$ cat src/rtl/assert_macros.svh
// Assertion macros used by the dimmer RTL
`ifndef ASSERT_MACROS_SVH
`define ASSERT_MACROS_SVH

// Same-cycle implication, sampled on clk, off while rst is high
`define ACPD_ASSERT_IMP(name, ante, cons, msg) \
  name: assert property (@(posedge clk) disable iff (rst) (ante) |-> (cons)) else $error(msg);

// Next-cycle implication, sampled on clk, off while rst is high
`define ACPD_ASSERT_NEXT(name, ante, cons, msg) \
  name: assert property (@(posedge clk) disable iff (rst) (ante) |=> (cons)) else $error(msg);

`endif

$ cat src/rtl/acpd_pkg.sv
// Types and constants of the AC phase dimmer
package acpd_pkg;

  localparam int ACTION_W = 3;
  localparam int PERIOD_W = 16;
  localparam int BYTE_W   = 8;
  localparam int PROD_W   = 24;   // period times an 8-bit quotient
  localparam int Q_W      = 8;    // level / scale never exceeds 255
  localparam int MCNT_W   = 3;    // counts the Q_W multiplier bits
  localparam int LEFT_W   = 10;   // up to four times 255 steps
  localparam int CMD_LEN  = 4;
  localparam int PADDR_W  = 4;
  localparam int PDATA_W  = 32;

  localparam logic [BYTE_W-1:0]   FULL_BYTE     = 8'd255;
  localparam logic [PERIOD_W-1:0] MIN_PERIOD_RST = 16'd20000;
  localparam logic [BYTE_W-1:0]   CUTOFF_RST     = 8'd250;
  localparam logic [BYTE_W-1:0]   SYNC_RST       = 8'd81;

  typedef enum logic [ACTION_W-1:0] {
    ACT_CROSS     = 3'd0,
    ACT_MATCH_ONE = 3'd1,
    ACT_MATCH_TWO = 3'd2,
    ACT_BYTE      = 3'd3,
    ACT_TIMEOUT   = 3'd4
  } action_t;

  typedef enum logic [1:0] {
    REG_MIN_PERIOD = 2'd0,
    REG_CUTOFF     = 2'd1,
    REG_SYNC       = 2'd2
  } reg_idx_t;

  typedef enum logic [3:0] {
    ST_IDLE,
    ST_EXEC,
    ST_MATCH,
    ST_TARGET,
    ST_LOAD,
    ST_LDIV,
    ST_XSTEP,
    ST_XQ,
    ST_XMUL,
    ST_XDIV,
    ST_DONE
  } state_t;

  typedef struct packed {
    logic [1:0]          gate;
    logic [PERIOD_W-1:0] delay_one;
    logic [PERIOD_W-1:0] delay_two;
    logic [1:0]          armed;
    logic                button_pressed;
    logic                send_sync;
    logic                timeout_running;
  } result_t;

endpackage

$ cat src/rtl/acpd_if.sv
// Event and result channel interfaces of the AC phase dimmer
interface acpd_in_if;
  import acpd_pkg::*;

  logic                valid;
  logic                ready;
  logic [ACTION_W-1:0] action;
  logic [PERIOD_W-1:0] period_count;
  logic [BYTE_W-1:0]   rx_byte;
  logic                button_low;

  modport source (output valid, action, period_count, rx_byte, button_low, input ready);
  modport sink (input valid, action, period_count, rx_byte, button_low, output ready);
endinterface

interface acpd_out_if;
  import acpd_pkg::*;

  logic                valid;
  logic                ready;
  logic                triac_one;
  logic                triac_two;
  logic [PERIOD_W-1:0] delay_one;
  logic [PERIOD_W-1:0] delay_two;
  logic                match_one_armed;
  logic                match_two_armed;
  logic                button_pressed;
  logic                send_sync;
  logic                timeout_running;

  modport source (output valid, triac_one, triac_two, delay_one, delay_two, match_one_armed,
                  match_two_armed, button_pressed, send_sync, timeout_running, input ready);
  modport sink (input valid, triac_one, triac_two, delay_one, delay_two, match_one_armed,
                match_two_armed, button_pressed, send_sync, timeout_running, output ready);
endinterface

$ cat src/rtl/acpd_div.sv
// Bit-serial restoring divider, one quotient bit per cycle
module acpd_div #(
  parameter int DIVIDEND_W = 24,
  parameter int DIVISOR_W  = 17
) (
  input  logic                  clk,
  input  logic                  rst,
  input  logic                  start,
  input  logic [DIVIDEND_W-1:0] dividend,
  input  logic [DIVISOR_W-1:0]  divisor,
  output logic                  done,
  output logic [DIVIDEND_W-1:0] quotient
);

  localparam int CNT_W = $clog2(DIVIDEND_W);

  logic                  busy;
  logic [CNT_W-1:0]      cnt;
  logic [DIVISOR_W-1:0]  rem;
  logic [DIVISOR_W-1:0]  dvs;
  logic [DIVIDEND_W-1:0] quo;
  logic [DIVISOR_W:0]    trial;
  logic [DIVISOR_W:0]    trial_sub;
  logic                  fits;

  // shift the next dividend bit into the partial remainder
  assign trial     = {rem, quo[DIVIDEND_W-1]};
  assign trial_sub = trial - {1'b0, dvs};
  assign fits      = (trial >= {1'b0, dvs});
  assign quotient  = quo;

  always_ff @(posedge clk) begin
    if (rst) begin
      busy <= 1'b0;
      done <= 1'b0;
      cnt  <= '0;
    end else begin
      done <= 1'b0;
      if (start) begin
        busy <= 1'b1;
        cnt  <= '0;
      end else if (busy) begin
        cnt <= cnt + 1'b1;
        if (cnt == CNT_W'(DIVIDEND_W - 1)) begin
          busy <= 1'b0;
          done <= 1'b1;
        end
      end
    end
  end

  always_ff @(posedge clk) begin
    if (start) begin
      rem <= '0;
      dvs <= divisor;
      quo <= dividend;
    end else if (busy) begin
      rem <= fits ? trial_sub[DIVISOR_W-1:0] : trial[DIVISOR_W-1:0];
      quo <= {quo[DIVIDEND_W-2:0], fits};
    end
  end

endmodule

$ cat src/rtl/ac_phase_dimmer_with_fade_unit.sv
// Channel   | Dir | Beat carries
// ----------+-----+-----------------------------------------------------------------
// din       | in  | action, period_count, rx_byte, button_low
// dout      | out | triac gates, firing delays, armed bits, button, sync, timeout run
// apb       | in  | min_period (0x0), cutoff_level (0x4), sync_byte (0x8)
//
// One event at a time. A match runs EXEC, MATCH, DONE; a plain byte, timeout or spare
// action runs EXEC, DONE; a last command byte adds TARGET and LOAD per channel and a
// divide per nonzero fade length; a zero cross runs XSTEP, XQ, XMUL, XDIV per channel.
// The next event can be taken in the cycle after the result loads. The shared serial
// divider does two divides and a shift-add per channel on a zero cross, one per faded channel.
// Reset is synchronous and gives the power-up levels at once; no clearing pass.
// A stalled result waits in the output register while the next event runs; that event
// then holds in its last state until the result register frees.
`include "assert_macros.svh"

module ac_phase_dimmer_with_fade_unit #(
  parameter int LEVEL_SCALE = 10000
) (
  input  logic                          clk,
  input  logic                          rst,
  acpd_in_if.sink                       din,
  acpd_out_if.source                    dout,
  input  logic                          psel,
  input  logic                          penable,
  input  logic                          pwrite,
  input  logic [acpd_pkg::PADDR_W-1:0]  paddr,
  input  logic [acpd_pkg::PDATA_W-1:0]  pwdata,
  output logic [acpd_pkg::PDATA_W-1:0]  prdata,
  output logic                          pready
);
  import acpd_pkg::*;

  localparam int LEVEL_MAX = 255 * LEVEL_SCALE;
  localparam int LEVEL_W   = $clog2(LEVEL_MAX + 1);
  localparam int SCALE_W   = $clog2(LEVEL_SCALE + 1);
  localparam int DVW       = (SCALE_W > LEFT_W) ? SCALE_W : LEFT_W;

  // configuration
  logic [PERIOD_W-1:0] min_period;
  logic [BYTE_W-1:0]   cutoff_level;
  logic [BYTE_W-1:0]   sync_byte;
  logic [PROD_W-1:0]   thr;
  logic                cfg_wr;
  reg_idx_t            cfg_idx;

  // sequencer
  state_t state;
  state_t state_next;
  logic   accept;
  logic   ch;

  // latched event
  action_t             act;
  logic [PERIOD_W-1:0] period_in;
  logic [BYTE_W-1:0]   rx_in;
  logic                btn_in;

  // channel state
  logic [LEVEL_W-1:0]        level [2];
  logic signed [LEVEL_W:0]   step [2];
  logic [LEFT_W-1:0]         left [2];
  logic [PERIOD_W-1:0]       delay [2];
  logic [PERIOD_W-1:0]       last_period;
  logic [BYTE_W-1:0]         cmd [CMD_LEN];
  logic [1:0]                pos;
  logic                      timer_on;
  logic [1:0]                gate;
  logic [1:0]                armed;
  logic                      button_flag;
  logic                      sync_now;

  // working registers
  logic [LEVEL_W-1:0]  target;
  logic                neg;
  logic [Q_W-1:0]      mq;
  logic [PROD_W-1:0]   acc;
  logic [MCNT_W-1:0]   mcnt;

  // output register
  logic    out_valid;
  result_t out_data;

  // shared divider
  logic                div_start;
  logic [PROD_W-1:0]   div_dividend;
  logic [DVW-1:0]      div_divisor;
  logic                div_done;
  logic [PROD_W-1:0]   div_quo;

  // combinational datapath
  logic [LEVEL_W-1:0]      lvl_cur;
  logic signed [LEVEL_W:0] step_cur;
  logic [LEFT_W-1:0]       left_cur;
  logic [BYTE_W-1:0]       fade_cur;
  logic [BYTE_W-1:0]       bright_cur;
  logic signed [LEVEL_W:0] lvl_sum;
  logic [LEVEL_W-1:0]      lvl_new;
  logic signed [LEVEL_W:0] diff;
  logic signed [LEVEL_W:0] diff_abs;
  logic [LEVEL_W-1:0]      scale_ext;
  logic [LEVEL_W-1:0]      inv_ext;
  logic signed [LEVEL_W:0] q_s;
  logic [PROD_W-1:0]       acc_next;

  // ---------------------------------------------------------------- APB
  assign pready  = 1'b1;
  assign cfg_wr  = psel && penable && pwrite;
  assign cfg_idx = reg_idx_t'(paddr[3:2]);

  always_ff @(posedge clk) begin
    if (rst) begin
      min_period   <= MIN_PERIOD_RST;
      cutoff_level <= CUTOFF_RST;
      sync_byte    <= SYNC_RST;
    end else if (cfg_wr) begin
      unique case (cfg_idx)
        REG_MIN_PERIOD: min_period   <= pwdata[PERIOD_W-1:0];
        REG_CUTOFF:     cutoff_level <= pwdata[BYTE_W-1:0];
        REG_SYNC:       sync_byte    <= pwdata[BYTE_W-1:0];
        default: begin
        end
      endcase
    end
  end

  always_comb begin
    unique case (cfg_idx)
      REG_MIN_PERIOD: prdata = PDATA_W'(min_period);
      REG_CUTOFF:     prdata = PDATA_W'(cutoff_level);
      REG_SYNC:       prdata = PDATA_W'(sync_byte);
      default:        prdata = '0;
    endcase
  end

  // match threshold in level units
  always_ff @(posedge clk) begin
    thr <= PROD_W'(cutoff_level) * PROD_W'(LEVEL_SCALE);
  end

  // ---------------------------------------------------------------- datapath
  assign accept     = din.valid && din.ready;
  assign din.ready  = (state == ST_IDLE);

  assign lvl_cur    = level[ch];
  assign step_cur   = step[ch];
  assign left_cur   = left[ch];
  assign fade_cur   = ch ? cmd[3] : cmd[2];
  assign bright_cur = ch ? cmd[1] : cmd[0];

  assign lvl_sum  = $signed({1'b0, lvl_cur}) + step_cur;
  assign lvl_new  = (left_cur != '0) ? lvl_sum[LEVEL_W-1:0] : lvl_cur;

  assign diff     = $signed({1'b0, target}) - $signed({1'b0, lvl_cur});
  assign diff_abs = diff[LEVEL_W] ? -diff : diff;

  assign scale_ext = LEVEL_W'(LEVEL_SCALE);
  assign inv_ext   = LEVEL_W'(FULL_BYTE - bright_cur);

  assign q_s      = $signed({1'b0, div_quo[LEVEL_W-1:0]});
  // MSB-first shift-add of period by the level quotient
  assign acc_next = {acc[PROD_W-2:0], 1'b0} + (mq[Q_W-1] ? PROD_W'(last_period) : '0);

  acpd_div #(
    .DIVIDEND_W (PROD_W),
    .DIVISOR_W  (DVW)
  ) u_div (
    .clk      (clk),
    .rst      (rst),
    .start    (div_start),
    .dividend (div_dividend),
    .divisor  (div_divisor),
    .done     (div_done),
    .quotient (div_quo)
  );

  // ---------------------------------------------------------------- sequencer
  always_ff @(posedge clk) begin
    if (rst) begin
      state <= ST_IDLE;
    end else begin
      state <= state_next;
    end
  end

  always_comb begin
    state_next   = state;
    div_start    = 1'b0;
    div_dividend = '0;
    div_divisor  = '0;
    unique case (state)
      ST_IDLE: begin
        if (din.valid) state_next = ST_EXEC;
      end
      ST_EXEC: begin
        unique case (act)
          ACT_CROSS:     state_next = ST_XSTEP;
          ACT_MATCH_ONE: state_next = ST_MATCH;
          ACT_MATCH_TWO: state_next = ST_MATCH;
          ACT_BYTE:      state_next = (pos == 2'd3) ? ST_TARGET : ST_DONE;
          default:       state_next = ST_DONE;
        endcase
      end
      ST_MATCH:  state_next = ST_DONE;
      ST_TARGET: state_next = ST_LOAD;
      ST_LOAD: begin
        if (fade_cur == '0) begin
          state_next = ch ? ST_DONE : ST_TARGET;
        end else begin
          div_start    = 1'b1;
          div_dividend = PROD_W'(diff_abs[LEVEL_W-1:0]);
          div_divisor  = DVW'({fade_cur, 2'b00});
          state_next   = ST_LDIV;
        end
      end
      ST_LDIV: begin
        if (div_done) state_next = ch ? ST_DONE : ST_TARGET;
      end
      ST_XSTEP: begin
        div_start    = 1'b1;
        div_dividend = PROD_W'(lvl_new);
        div_divisor  = DVW'(LEVEL_SCALE);
        state_next   = ST_XQ;
      end
      ST_XQ: begin
        if (div_done) state_next = ST_XMUL;
      end
      ST_XMUL: begin
        if (mcnt == MCNT_W'(Q_W - 1)) begin
          div_start    = 1'b1;
          div_dividend = acc_next;
          div_divisor  = DVW'(FULL_BYTE);
          state_next   = ST_XDIV;
        end
      end
      ST_XDIV: begin
        if (div_done) state_next = ch ? ST_DONE : ST_XSTEP;
      end
      ST_DONE: begin
        if (!out_valid || dout.ready) state_next = ST_IDLE;
      end
      default: state_next = ST_IDLE;
    endcase
  end

  // architectural state
  always_ff @(posedge clk) begin
    if (rst) begin
      for (int i = 0; i < 2; i++) begin
        level[i] <= LEVEL_W'(LEVEL_MAX);
        step[i]  <= '0;
        left[i]  <= '0;
        delay[i] <= '0;
      end
      last_period <= '0;
      pos         <= '0;
      timer_on    <= 1'b0;
      gate        <= '0;
      armed       <= '0;
      button_flag <= 1'b0;
      sync_now    <= 1'b0;
      ch          <= 1'b0;
      mcnt        <= '0;
      out_valid   <= 1'b0;
    end else begin
      if (accept) sync_now <= 1'b0;
      unique case (state)
        ST_EXEC: begin
          unique case (act)
            ACT_CROSS: begin
              last_period <= period_in;
              button_flag <= !btn_in;
              ch          <= 1'b0;
            end
            ACT_MATCH_ONE: ch <= 1'b0;
            ACT_MATCH_TWO: ch <= 1'b1;
            ACT_BYTE: begin
              if (pos == 2'd3) begin
                pos      <= '0;
                timer_on <= 1'b0;
                ch       <= 1'b0;
              end else begin
                pos      <= pos + 2'd1;
                timer_on <= 1'b1;
              end
            end
            ACT_TIMEOUT: begin
              if (timer_on) begin
                pos      <= '0;
                timer_on <= 1'b0;
                sync_now <= 1'b1;
              end
            end
            default: begin
            end
          endcase
        end
        ST_MATCH: begin
          if (last_period > min_period && PROD_W'(lvl_cur) < thr) gate[ch] <= 1'b1;
        end
        ST_LOAD: begin
          if (fade_cur == '0) begin
            // jump straight to the target
            level[ch] <= target;
            step[ch]  <= '0;
            left[ch]  <= '0;
            ch        <= 1'b1;
          end else begin
            left[ch] <= {fade_cur, 2'b00};
          end
        end
        ST_LDIV: begin
          if (div_done) begin
            step[ch] <= neg ? -q_s : q_s;
            ch       <= 1'b1;
          end
        end
        ST_XSTEP: begin
          if (left_cur != '0) begin
            left[ch]  <= left_cur - 1'b1;
            level[ch] <= lvl_new;
          end
          // zero level fires at once, otherwise wait for the compare match
          if (lvl_new == '0) begin
            armed[ch] <= 1'b0;
            gate[ch]  <= 1'b1;
          end else begin
            armed[ch] <= 1'b1;
            gate[ch]  <= 1'b0;
          end
        end
        ST_XQ: begin
          mcnt <= '0;
        end
        ST_XMUL: begin
          mcnt <= mcnt + 1'b1;
        end
        ST_XDIV: begin
          if (div_done) begin
            delay[ch] <= div_quo[PERIOD_W-1:0];
            ch        <= 1'b1;
          end
        end
        default: begin
        end
      endcase

      if (state == ST_DONE && state_next == ST_IDLE) begin
        out_valid <= 1'b1;
      end else if (dout.ready) begin
        out_valid <= 1'b0;
      end
    end
  end

  // working and payload registers
  always_ff @(posedge clk) begin
    if (accept) begin
      act       <= action_t'(din.action);
      period_in <= din.period_count;
      rx_in     <= din.rx_byte;
      btn_in    <= din.button_low;
    end
    unique case (state)
      ST_EXEC: begin
        if (act == ACT_BYTE) cmd[pos] <= rx_in;
      end
      ST_TARGET: begin
        target <= scale_ext * inv_ext;
      end
      ST_LOAD: begin
        neg <= diff[LEVEL_W];
      end
      ST_XQ: begin
        if (div_done) begin
          mq  <= div_quo[Q_W-1:0];
          acc <= '0;
        end
      end
      ST_XMUL: begin
        acc <= acc_next;
        mq  <= {mq[Q_W-2:0], 1'b0};
      end
      ST_DONE: begin
        if (state_next == ST_IDLE) begin
          out_data.gate            <= gate;
          out_data.delay_one       <= delay[0];
          out_data.delay_two       <= delay[1];
          out_data.armed           <= armed;
          out_data.button_pressed  <= button_flag;
          out_data.send_sync       <= sync_now;
          out_data.timeout_running <= timer_on;
        end
      end
      default: begin
      end
    endcase
  end

  assign dout.valid           = out_valid;
  assign dout.triac_one       = out_data.gate[0];
  assign dout.triac_two       = out_data.gate[1];
  assign dout.delay_one       = out_data.delay_one;
  assign dout.delay_two       = out_data.delay_two;
  assign dout.match_one_armed = out_data.armed[0];
  assign dout.match_two_armed = out_data.armed[1];
  assign dout.button_pressed  = out_data.button_pressed;
  assign dout.send_sync       = out_data.send_sync;
  assign dout.timeout_running = out_data.timeout_running;

  // ---------------------------------------------------------------- checks
  `ACPD_ASSERT_NEXT(a_accept_exec, din.valid && din.ready, state == ST_EXEC, "accepted beat not executed")
  `ACPD_ASSERT_IMP(a_div_done_wait, div_done, state == ST_XQ || state == ST_XDIV || state == ST_LDIV, "divide finished outside a wait state")
  `ACPD_ASSERT_IMP(a_sync_idle, dout.valid && dout.send_sync, !dout.timeout_running, "sync beat with timeout still running")
  `ACPD_ASSERT_IMP(a_level_range, 1'b1, level[0] <= LEVEL_W'(LEVEL_MAX) && level[1] <= LEVEL_W'(LEVEL_MAX), "level above full delay")

endmodule

$ cat src/flat_wrapper.sv
// flat-port wrapper written by rule: the top's interface ports become plain ports
module ac_phase_dimmer_with_fade_unit_flat import acpd_pkg::*;
#(
  parameter int LEVEL_SCALE = 10000
)
  (clk, rst, psel, penable, pwrite, paddr, pwdata, prdata, pready, din_valid, din_action, din_period_count, din_rx_byte, din_button_low, din_ready, dout_valid, dout_triac_one, dout_triac_two, dout_delay_one, dout_delay_two, dout_match_one_armed, dout_match_two_armed, dout_button_pressed, dout_send_sync, dout_timeout_running, dout_ready);
  acpd_in_if din_i ();
  acpd_out_if dout_i ();
  input  logic clk;
  input  logic rst;
  input  logic psel;
  input  logic penable;
  input  logic pwrite;
  input  logic [acpd_pkg::PADDR_W-1:0] paddr;
  input  logic [acpd_pkg::PDATA_W-1:0] pwdata;
  output logic [acpd_pkg::PDATA_W-1:0] prdata;
  output logic pready;
  input wire logic [$bits(din_i.valid)-1:0] din_valid;
  input wire logic [$bits(din_i.action)-1:0] din_action;
  input wire logic [$bits(din_i.period_count)-1:0] din_period_count;
  input wire logic [$bits(din_i.rx_byte)-1:0] din_rx_byte;
  input wire logic [$bits(din_i.button_low)-1:0] din_button_low;
  output wire logic [$bits(din_i.ready)-1:0] din_ready;
  output wire logic [$bits(dout_i.valid)-1:0] dout_valid;
  output wire logic [$bits(dout_i.triac_one)-1:0] dout_triac_one;
  output wire logic [$bits(dout_i.triac_two)-1:0] dout_triac_two;
  output wire logic [$bits(dout_i.delay_one)-1:0] dout_delay_one;
  output wire logic [$bits(dout_i.delay_two)-1:0] dout_delay_two;
  output wire logic [$bits(dout_i.match_one_armed)-1:0] dout_match_one_armed;
  output wire logic [$bits(dout_i.match_two_armed)-1:0] dout_match_two_armed;
  output wire logic [$bits(dout_i.button_pressed)-1:0] dout_button_pressed;
  output wire logic [$bits(dout_i.send_sync)-1:0] dout_send_sync;
  output wire logic [$bits(dout_i.timeout_running)-1:0] dout_timeout_running;
  input wire logic [$bits(dout_i.ready)-1:0] dout_ready;
  assign din_i.valid = din_valid;
  assign din_i.action = din_action;
  assign din_i.period_count = din_period_count;
  assign din_i.rx_byte = din_rx_byte;
  assign din_i.button_low = din_button_low;
  assign din_ready = din_i.ready;
  assign dout_valid = dout_i.valid;
  assign dout_triac_one = dout_i.triac_one;
  assign dout_triac_two = dout_i.triac_two;
  assign dout_delay_one = dout_i.delay_one;
  assign dout_delay_two = dout_i.delay_two;
  assign dout_match_one_armed = dout_i.match_one_armed;
  assign dout_match_two_armed = dout_i.match_two_armed;
  assign dout_button_pressed = dout_i.button_pressed;
  assign dout_send_sync = dout_i.send_sync;
  assign dout_timeout_running = dout_i.timeout_running;
  assign dout_i.ready = dout_ready;
  ac_phase_dimmer_with_fade_unit #(.LEVEL_SCALE(LEVEL_SCALE)) u_core (.clk(clk), .rst(rst), .din(din_i), .dout(dout_i), .psel(psel), .penable(penable), .pwrite(pwrite), .paddr(paddr), .pwdata(pwdata), .prdata(prdata), .pready(pready));
endmodule
$ cat config.mk
export PLATFORM = sky130hd
export DESIGN_NAME = ac_phase_dimmer_with_fade_unit_flat
export DESIGN_NICKNAME = d
export VERILOG_FILES = /design/src/rtl/acpd_pkg.sv /design/src/rtl/acpd_if.sv /design/src/rtl/acpd_div.sv /design/src/rtl/ac_phase_dimmer_with_fade_unit.sv /design/src/flat_wrapper.sv
export VERILOG_INCLUDE_DIRS = /design/src /design/src/rtl
export SDC_FILE = /design/constraint.sdc
export NUM_CORES = 1
export LEC_CHECK = 0
export ABC_AREA = 0
export ABC_CLOCK_PERIOD_IN_PS = 7800
export BUFFER_PORTS_ARGS = -buffer_cell sky130_fd_sc_hd__buf_2
export CAP_MARGIN = 25
export CORE_MARGIN = 4
export CORE_UTILIZATION = 55
export DETAILED_ROUTE_END_ITERATION = 12
export GPL_ROUTABILITY_DRIVEN = 0
export PLACE_DENSITY = 0.79
export SETUP_SLACK_MARGIN = 0.2
export SKIP_LAST_GASP = 1
export SLEW_MARGIN = 30
export SYNTH_ARGS = -nofsm -noshare
export SYNTH_HDL_FRONTEND = slang
export SYNTH_SLANG_ARGS = --single-unit
export TNS_END_PERCENT = 20
$ cat constraint.sdc
create_clock -name clk -period 7.8 [get_ports clk]
set_input_delay 1.56 -clock clk [delete_from_list [all_inputs] [get_ports clk]]
set_output_delay 1.56 -clock clk [all_outputs]
set_load 0.05 [all_outputs]
==> impl_metrics.yaml, run 1 <==
status:
  outcome: "completed"
routing:
  dr.pass1.iters: 6
  drc: 0
  num_vias: 18900
  wl_um: 63900
  via_per_inst: 5.98
  wl_per_cell_um: 20.2
  ant_nets: 0
  drt_first_iter_violations: 1848
clocking:
  clk_latency_ps: 580
  clkTransAtPathRegs_ps: 60
  cts-resized-gates: 0
  cts-hold-fix-buffers: 0
  cts.path.max_buffers: 3
  cts_tree: "yes"
  cts_made_buffers: 45
  cts_setup_buffers: 0
  cts-root-buf: "clkbuf_16"
  htree_num_levels: 2
  cts_sinks: 429
worst_hold_path:
  min_from: "u_core.delay[1][4]"
  min_path_type: "reg -> reg"
floorplan:
  die_area_um2: 49100
  core-area_um2: 45300
  die_y_um: 222
  ios: 145
  rows: 78
  initial_core_util_pct: 55.5
  fp.dieW_um: 222
finish:
  diodes: 0
  area_growth_pct: 9.85
  fin_nets: 2824
  layoutNonFillerInstCount: 3167
  nFillCells: 3598
  layout-drive-gt1-share_pct: 10.6
  final_cell_area_um2: 27600
grt:
  antenna_found_initial: 0
  grt_usage_pct: 25.1
  grt_max_degree: 51
  grt_first_pass_wirelength_um: 99200
  grt_pass1_vias: 18200
  overflow: 0
logic_synthesis:
  syn_inst: 2458
  synth_area_leaders: "edfxtp_1 (39%), ha_1 (9.7%), dfxtp_1 (8.5%), a21oi_1 (3.9%), nor2_1 (3.8%)"
  seq_area_frac_synth_pct: 47.1
  ys_ff_latch: 429
  avgSynthCellArea_um2: 10.2
  yosysTopAreaCellShare_pct: 38.6
  yosysWarningCount: 0
  synth_edf_count: 323
  synth.distinct_cells: 90
  async_reset_ff_share_pct: 0
  synth_area_um2: 25100
  yosys_most_used_dff: "edfxtp_1"
  synth_top_area_cell: "edfxtp_1"
sta:
  final_max_slew_viol_count: 0
  clock_skew_ps: 28.2
  layout_min_cycle_time_ps: 5300
  finalHoldViolations: 0
  slew_headroom_pct: 31.1
  fmax_mhz: 189
  holdWs_ps: 416
  finalCritPeriodShare_pct: 68.0
  fin_ws_ps: 2500
  tns_ps: 0
  worst_pin_slew_ps: 1020
  rsz0062_at_grt: "no"
  setup_violations: 0
power:
  p_leak_nw: 10.9
  vdd_drop_max_uv: 363
  powerDensity_nw_per_um2: 331
run:
  max_cap_violations: 0
place:
  port_buffers: 109
  dp.cells: 3085
  place_area_um2: 26200
  hpwl_um: 47600
  place_ws_ps: 2640
worst_setup_path:
  startpoint_type: "flop"
  worstPathArrival_ps: 5760
  cp_data_required_time_ps: 8260
  critical_path_class: "reg -> reg"
  path_cells: "buf_4, mux2i_2, inv_2, ha_1, o21ai_0, o21ai_0, a21oi_1, xnor2_1, a21oi_1, a2111oi_0, nand3_1, nor4b_1, nand4_1, o31a_1"
  critPathSlowestCell: "a2111oi_0"
  cp_max_fo: 44
  end_kind: "flop"
  max_stage_delay_ps: 850
path summary, 6_finish.rpt:
path,to,slack (ps),depth (start not counted)
max,flop,2500,14
min,dout_delay_two[4],420,0
max reg2reg,flop,2500,14
min reg2reg,dout_delay_two[4],420,0
metrics by stage:
stage               power, mW  util (%)
finish                   9.14      60.9
global route             9.72      60.9
CTS                      9.10      60.9
detailed placement       6.96      57.8
global placement         6.83      57.7
floorplan                6.04         -
per-layer routing:
metal / track usage, % / up-vias / part of all wire (%)
met5: 0 / - / 0
met4: 10.6 / 0 / 4.3
met3: 3.08 / 152 / 8.9
met2: 41.1 / 880 / 46
met1: 34.0 / 8979 / 40
li1: - / 8915 / -
power breakdown:
part	internal (mW)	switching (mW)
registers	2.87	0.283
logic	1.55	2.37
clock network	1.20	0.876
total	5.61	3.53
logic make-up (layout without fill, tap and decap cells):
logic type / Yosys count / count (layout) / share of synthesized area (%)
muxes: 99 / 99 / 4.16
other: 2 / 17 / 0.0299
buffers and inverters: 283 / 377 / 4.58
AOI/OAI and AO/OA: 526 / 526 / 13.3
and+or+nand+nor: 768 / 768 / 14.5
DFF: 429 / 429 / 47.1
xor gates and xnor gates: 129 / 129 / 4.50
adders and majority gates: 222 / 222 / 11.8
worst max-delay path, delay by kind of cell, from the launching register on:
family	cells	cell delay (ps)
AOI/OAI and AO/OA	6	2080
xor gates and xnor gates	1	170
adders and majority gates	1	360
buffers and inverters	2	620
DFF	1	810
muxes	1	410
and+or+nand+nor	3	730
cell type report:
type / count / area, um^2 / area share (%)
clock buffer: 60 / 1220 / 4.43
clock inverter: 22 / 191 / 0.694
inverter: 163 / 612 / 2.22
multi-input combinational: 1761 / 12300 / 44.5
sequential: 429 / 11800 / 42.9
tap: 600 / 751 / 2.72
timing repair buffer: 132 / 718 / 2.60
placed cells by master, fill, tap and decap left out, types with 10 or more instances in the layout:
cell	netlist	routed
or3_1	12	12
mux2i_1	68	68
fa_1	26	26
and2_1	56	56
a31oi_1	14	14
clkbuf_16	0	45
nand4_1	18	18
a21o_1	27	27
inv_1	159	159
nor2_1	251	251
nor4_1	18	17
a211oi_1	17	17
nand2b_1	31	26
dfxtp_1	106	104
xnor2_1	71	71
ha_1	195	195
xor2_1	58	58
o22ai_1	12	12
o21ai_0	120	120
nand2_1	210	210
edfxtp_1	323	323
a21oi_1	196	195
a211o_1	19	19
clkbuf_1	85	11
buf_2	6	109
buf_4	17	23
and3_1	10	10
nor2b_1	33	33
mux2_2	29	29
nor3_1	59	54
conb_1	2	17
nand3_1	21	21
registers in the layout, indices dropped and copies added (netlist names), 18 cells and up, named ones only:
| signal | count |
|---|---|
| u_core.step | 44 |
| u_core.target | 18 |
| u_core.left | 20 |
| u_core.level | 44 |
| u_core.acc | 23 |
| u_core.u_div.quotient | 24 |
| u_core.cmd | 32 |
| u_core.thr | 18 |
| u_core.delay | 32 |
synthesized netlist by cell type, types with 7 or more instances:
cell type / instances
nor3_1: 59
o21bai_1: 9
and2_1: 56
a22oi_1: 9
a21oi_1: 196
o211ai_1: 8
a211oi_1: 17
buf_4: 17
a211o_1: 19
nand3_1: 21
or4_1: 7
mux2_2: 29
nand2_1: 210
dfxtp_1: 106
nor3b_1: 8
buf_1: 9
and3_1: 10
edfxtp_1: 323
ha_1: 195
inv_1: 159
o22ai_1: 12
mux2i_1: 68
nor4_1: 18
fa_1: 26
o41ai_1: 7
nand4_1: 18
xnor2_1: 71
nor2b_1: 33
a31oi_1: 14
o31ai_1: 9
nor2_1: 251
or2_2: 9
or3_1: 12
a21o_1: 27
o21ai_0: 120
clkbuf_1: 85
o21a_1: 9
nand2b_1: 31
xor2_1: 58
(Power assumes the default switching activity.)
==> run 2: changes to the inputs <==
--- a/config.mk
+++ b/config.mk
@@ -7,14 +7,14 @@
 export NUM_CORES = 1
 export LEC_CHECK = 0
 export ABC_AREA = 0
-export ABC_CLOCK_PERIOD_IN_PS = 7800
+export ABC_CLOCK_PERIOD_IN_PS = 4410
 export BUFFER_PORTS_ARGS = -buffer_cell sky130_fd_sc_hd__buf_2
 export CAP_MARGIN = 25
 export CORE_MARGIN = 4
 export CORE_UTILIZATION = 55
 export DETAILED_ROUTE_END_ITERATION = 12
 export GPL_ROUTABILITY_DRIVEN = 0
-export PLACE_DENSITY = 0.79
+export PLACE_DENSITY = 0.82
 export SETUP_SLACK_MARGIN = 0.2
 export SKIP_LAST_GASP = 1
 export SLEW_MARGIN = 30
==> constraint.sdc (replaced) <==
create_clock -name clk -period 4.41 [get_ports clk]
set_input_delay 0.882 -clock clk [delete_from_list [all_inputs] [get_ports clk]]
set_output_delay 0.882 -clock clk [all_outputs]
set_load 0.05 [all_outputs]
==> run 2 against run 1 <==
  * Setup slack got worse by 2400 ps
  * Critical path depth grew 4
  * Final cell count rose by 3.5%
  * Worst hold slack gained 2.5 ps
  * Global-route usage grew 1.2 points
  * Sequential share of layout area shrank 2.1 points
  * Cell area rose by 5.2%
  * Wire length is 8.0% higher
  * Combinational power rose by 150%
  * Utilization is 3.1 points higher
  * Clock skew is 1.6 ps lower
  * Non-clock buffer count up 110
==> impl_metrics.yaml, run 2 (synthesized netlist as in run 1, its figures left out) <==
status:
  outcome: "completed"
routing:
  drc: 0
  wl_met2_um: 32200
  drt_first_iter_violations: 2283
  ant_nets: 0
  dr.pass1.iters: 8
  m1WireLength_um: 25800
  wl_um: 69100
  wl_per_cell_um: 21.1
  routed.top_layer: "met5"
  met3_length_um: 7040
  via_per_inst: 6.13
  num_vias: 20100
finish:
  layoutNonFillerInstCount: 3279
  final_cell_area_um2: 29000
  layout-drive-gt1-share_pct: 16.2
  final_cell_mix: "edfxtp_1 (323), nor2_1 (250), nand2_1 (210)"
  final_core_util_pct: 64.1
  final_common_cell: "edfxtp_1"
  reg.largest.list: "u_core.level x44, u_core.step x44"
  fin_nets: 2934
  area_growth_pct: 15.5
sta:
  holdWs_ps: 418
  finalHoldViolations: 0
  tns_ps: 0
  fin_ws_ps: 124
  clock_skew_ps: 26.5
  fmax_mhz: 233
  worst_pin_slew_ps: 860
  slew_headroom_pct: 42.7
  final_max_slew_viol_count: 0
  rsz0062_at_grt: "yes"
  finalCritPeriodShare_pct: 97.2
  layout_min_cycle_time_ps: 4290
  setup_violations: 0
power:
  vdd_drop_max_uv: 565
  p_leak_nw: 11.5
  powerDensity_nw_per_um2: 655
  finalPower_mw: 19.0
grt:
  grt_first_pass_wirelength_um: 104000
  antenna_found_initial: 1
  grt_pass1_vias: 19400
  overflow: 0
  grt_usage_pct: 26.3
  grt_max_degree: 73
floorplan:
  initial_core_util_pct: 55.5
  ios: 145
  die_y_um: 222
  rows: 78
  fp.dieW_um: 222
  core-area_um2: 45300
  die_area_um2: 49100
worst_setup_path:
  r2r_end: "u_core.target[21]"
  critical_path_class: "reg -> reg"
  rrSetupSlack_ps: 120
  path_cells: "buf_12, mux2i_4, buf_6, fa_1, ha_1, ha_4, ha_4, ha_4, inv_1, nor2_1, nor2_2, o21bai_1, a21oi_4, o21bai_1, a21oi_2, o21ai_2, o41a_1, xor2_1"
  critPathSlowestCell: "fa_1"
  cp_data_required_time_ps: 4750
  max_stage_delay_ps: 400
  startpoint_type: "flop"
  crit-reg2reg-launch: "u_core.ch"
  cp-startpoint: "u_core.ch"
  cp_common_cell: "ha_4"
  worstPathArrival_ps: 4630
  cp_max_fo: 5
  worstRegToRegCells: 18
  end_kind: "flop"
clocking:
  cts-hold-fix-buffers: 0
  cts_tree: "yes"
  htree_num_levels: 2
  cts-root-buf: "clkbuf_16"
  clk_latency_ps: 600
  cts_made_buffers: 45
  clkTransAtPathRegs_ps: 60
  cts.path.max_buffers: 3
  cts_sinks: 429
place:
  hpwl_um: 49600
  dp.cells: 3166
  place_area_um2: 26900
  port_buffers: 109
  place_ws_ps: -254
worst_hold_path:
  min_to: "dout_delay_two[6]"
  min_from: "u_core.delay[1][6]"
  min_path_type: "reg -> reg"
  hold_depth: 0
run:
  max_cap_violations: 0
[run 2: changes by cell type in the layout (fill, tap and decap cells not counted), moves of 5 or more]
cell	previous run	this run
buf_4	23	127
ha_1	195	176
ha_4	0	19
a21oi_1	195	185
a21oi_2	1	10
mux2i_1	68	59
mux2i_4	1	7
nand2b_1	26	31
nand2b_2	5	0
o21ai_0	120	115
[run 2: layout make-up]
cell class                      count  area (um^2)
Tap cell                          600          751
Inverter                          163          612
Multi-Input combinational cell   1761        12700
Timing Repair Buffer              242         1610
Clock buffer                       55         1190
Antenna cell                        1         2.50
Clock inverter                     28          328
Sequential cell                   429        11800
Fill cell                        3339        16300
[run 2: worst max-delay path: cells and delay by family, from the launching register on]
kind	cells	cell delay (ps)
mux	1	340
fa+ha+maj	5	1490
buf+inv	3	360
compound gates	6	1110
simple gates	2	200
xor+xnor	1	150
flops	1	380
[run 2: worst max-delay path by stage]
stage	end	slack, ps
after floorplan	u_core.target[21]	6
after global placement	flop	-30
after detailed placement	flop	-250
after CTS	u_core.target[21]	130
after global routing	u_core.target[21]	-3
final	u_core.target[21]	120
[run 2: timing repair]
| item | CTS | global route |
|---|---|---|
| setup endpoints to repair | 16 | 34 |
| buffers inserted | 12 | 17 |
| cloned | 0 | 0 |
| pin swaps | 0 | 21 |
| resized for setup | 6 | 39 |
[run 2: power by group]
group          switching (mW)  internal, mW  leakage, nW
clock                    1.62          2.30        0.742
sequential              0.389          5.07         3.91
combinational            5.41          4.23         6.84
[run 2: per-layer routing]
layer / vias to the layer above / track usage [%]
li1: 9134 / -
met1: 9582 / 33.3
met2: 1139 / 43.0
met3: 258 / 5.53
met4: 2 / 12.9
met5: - / 0
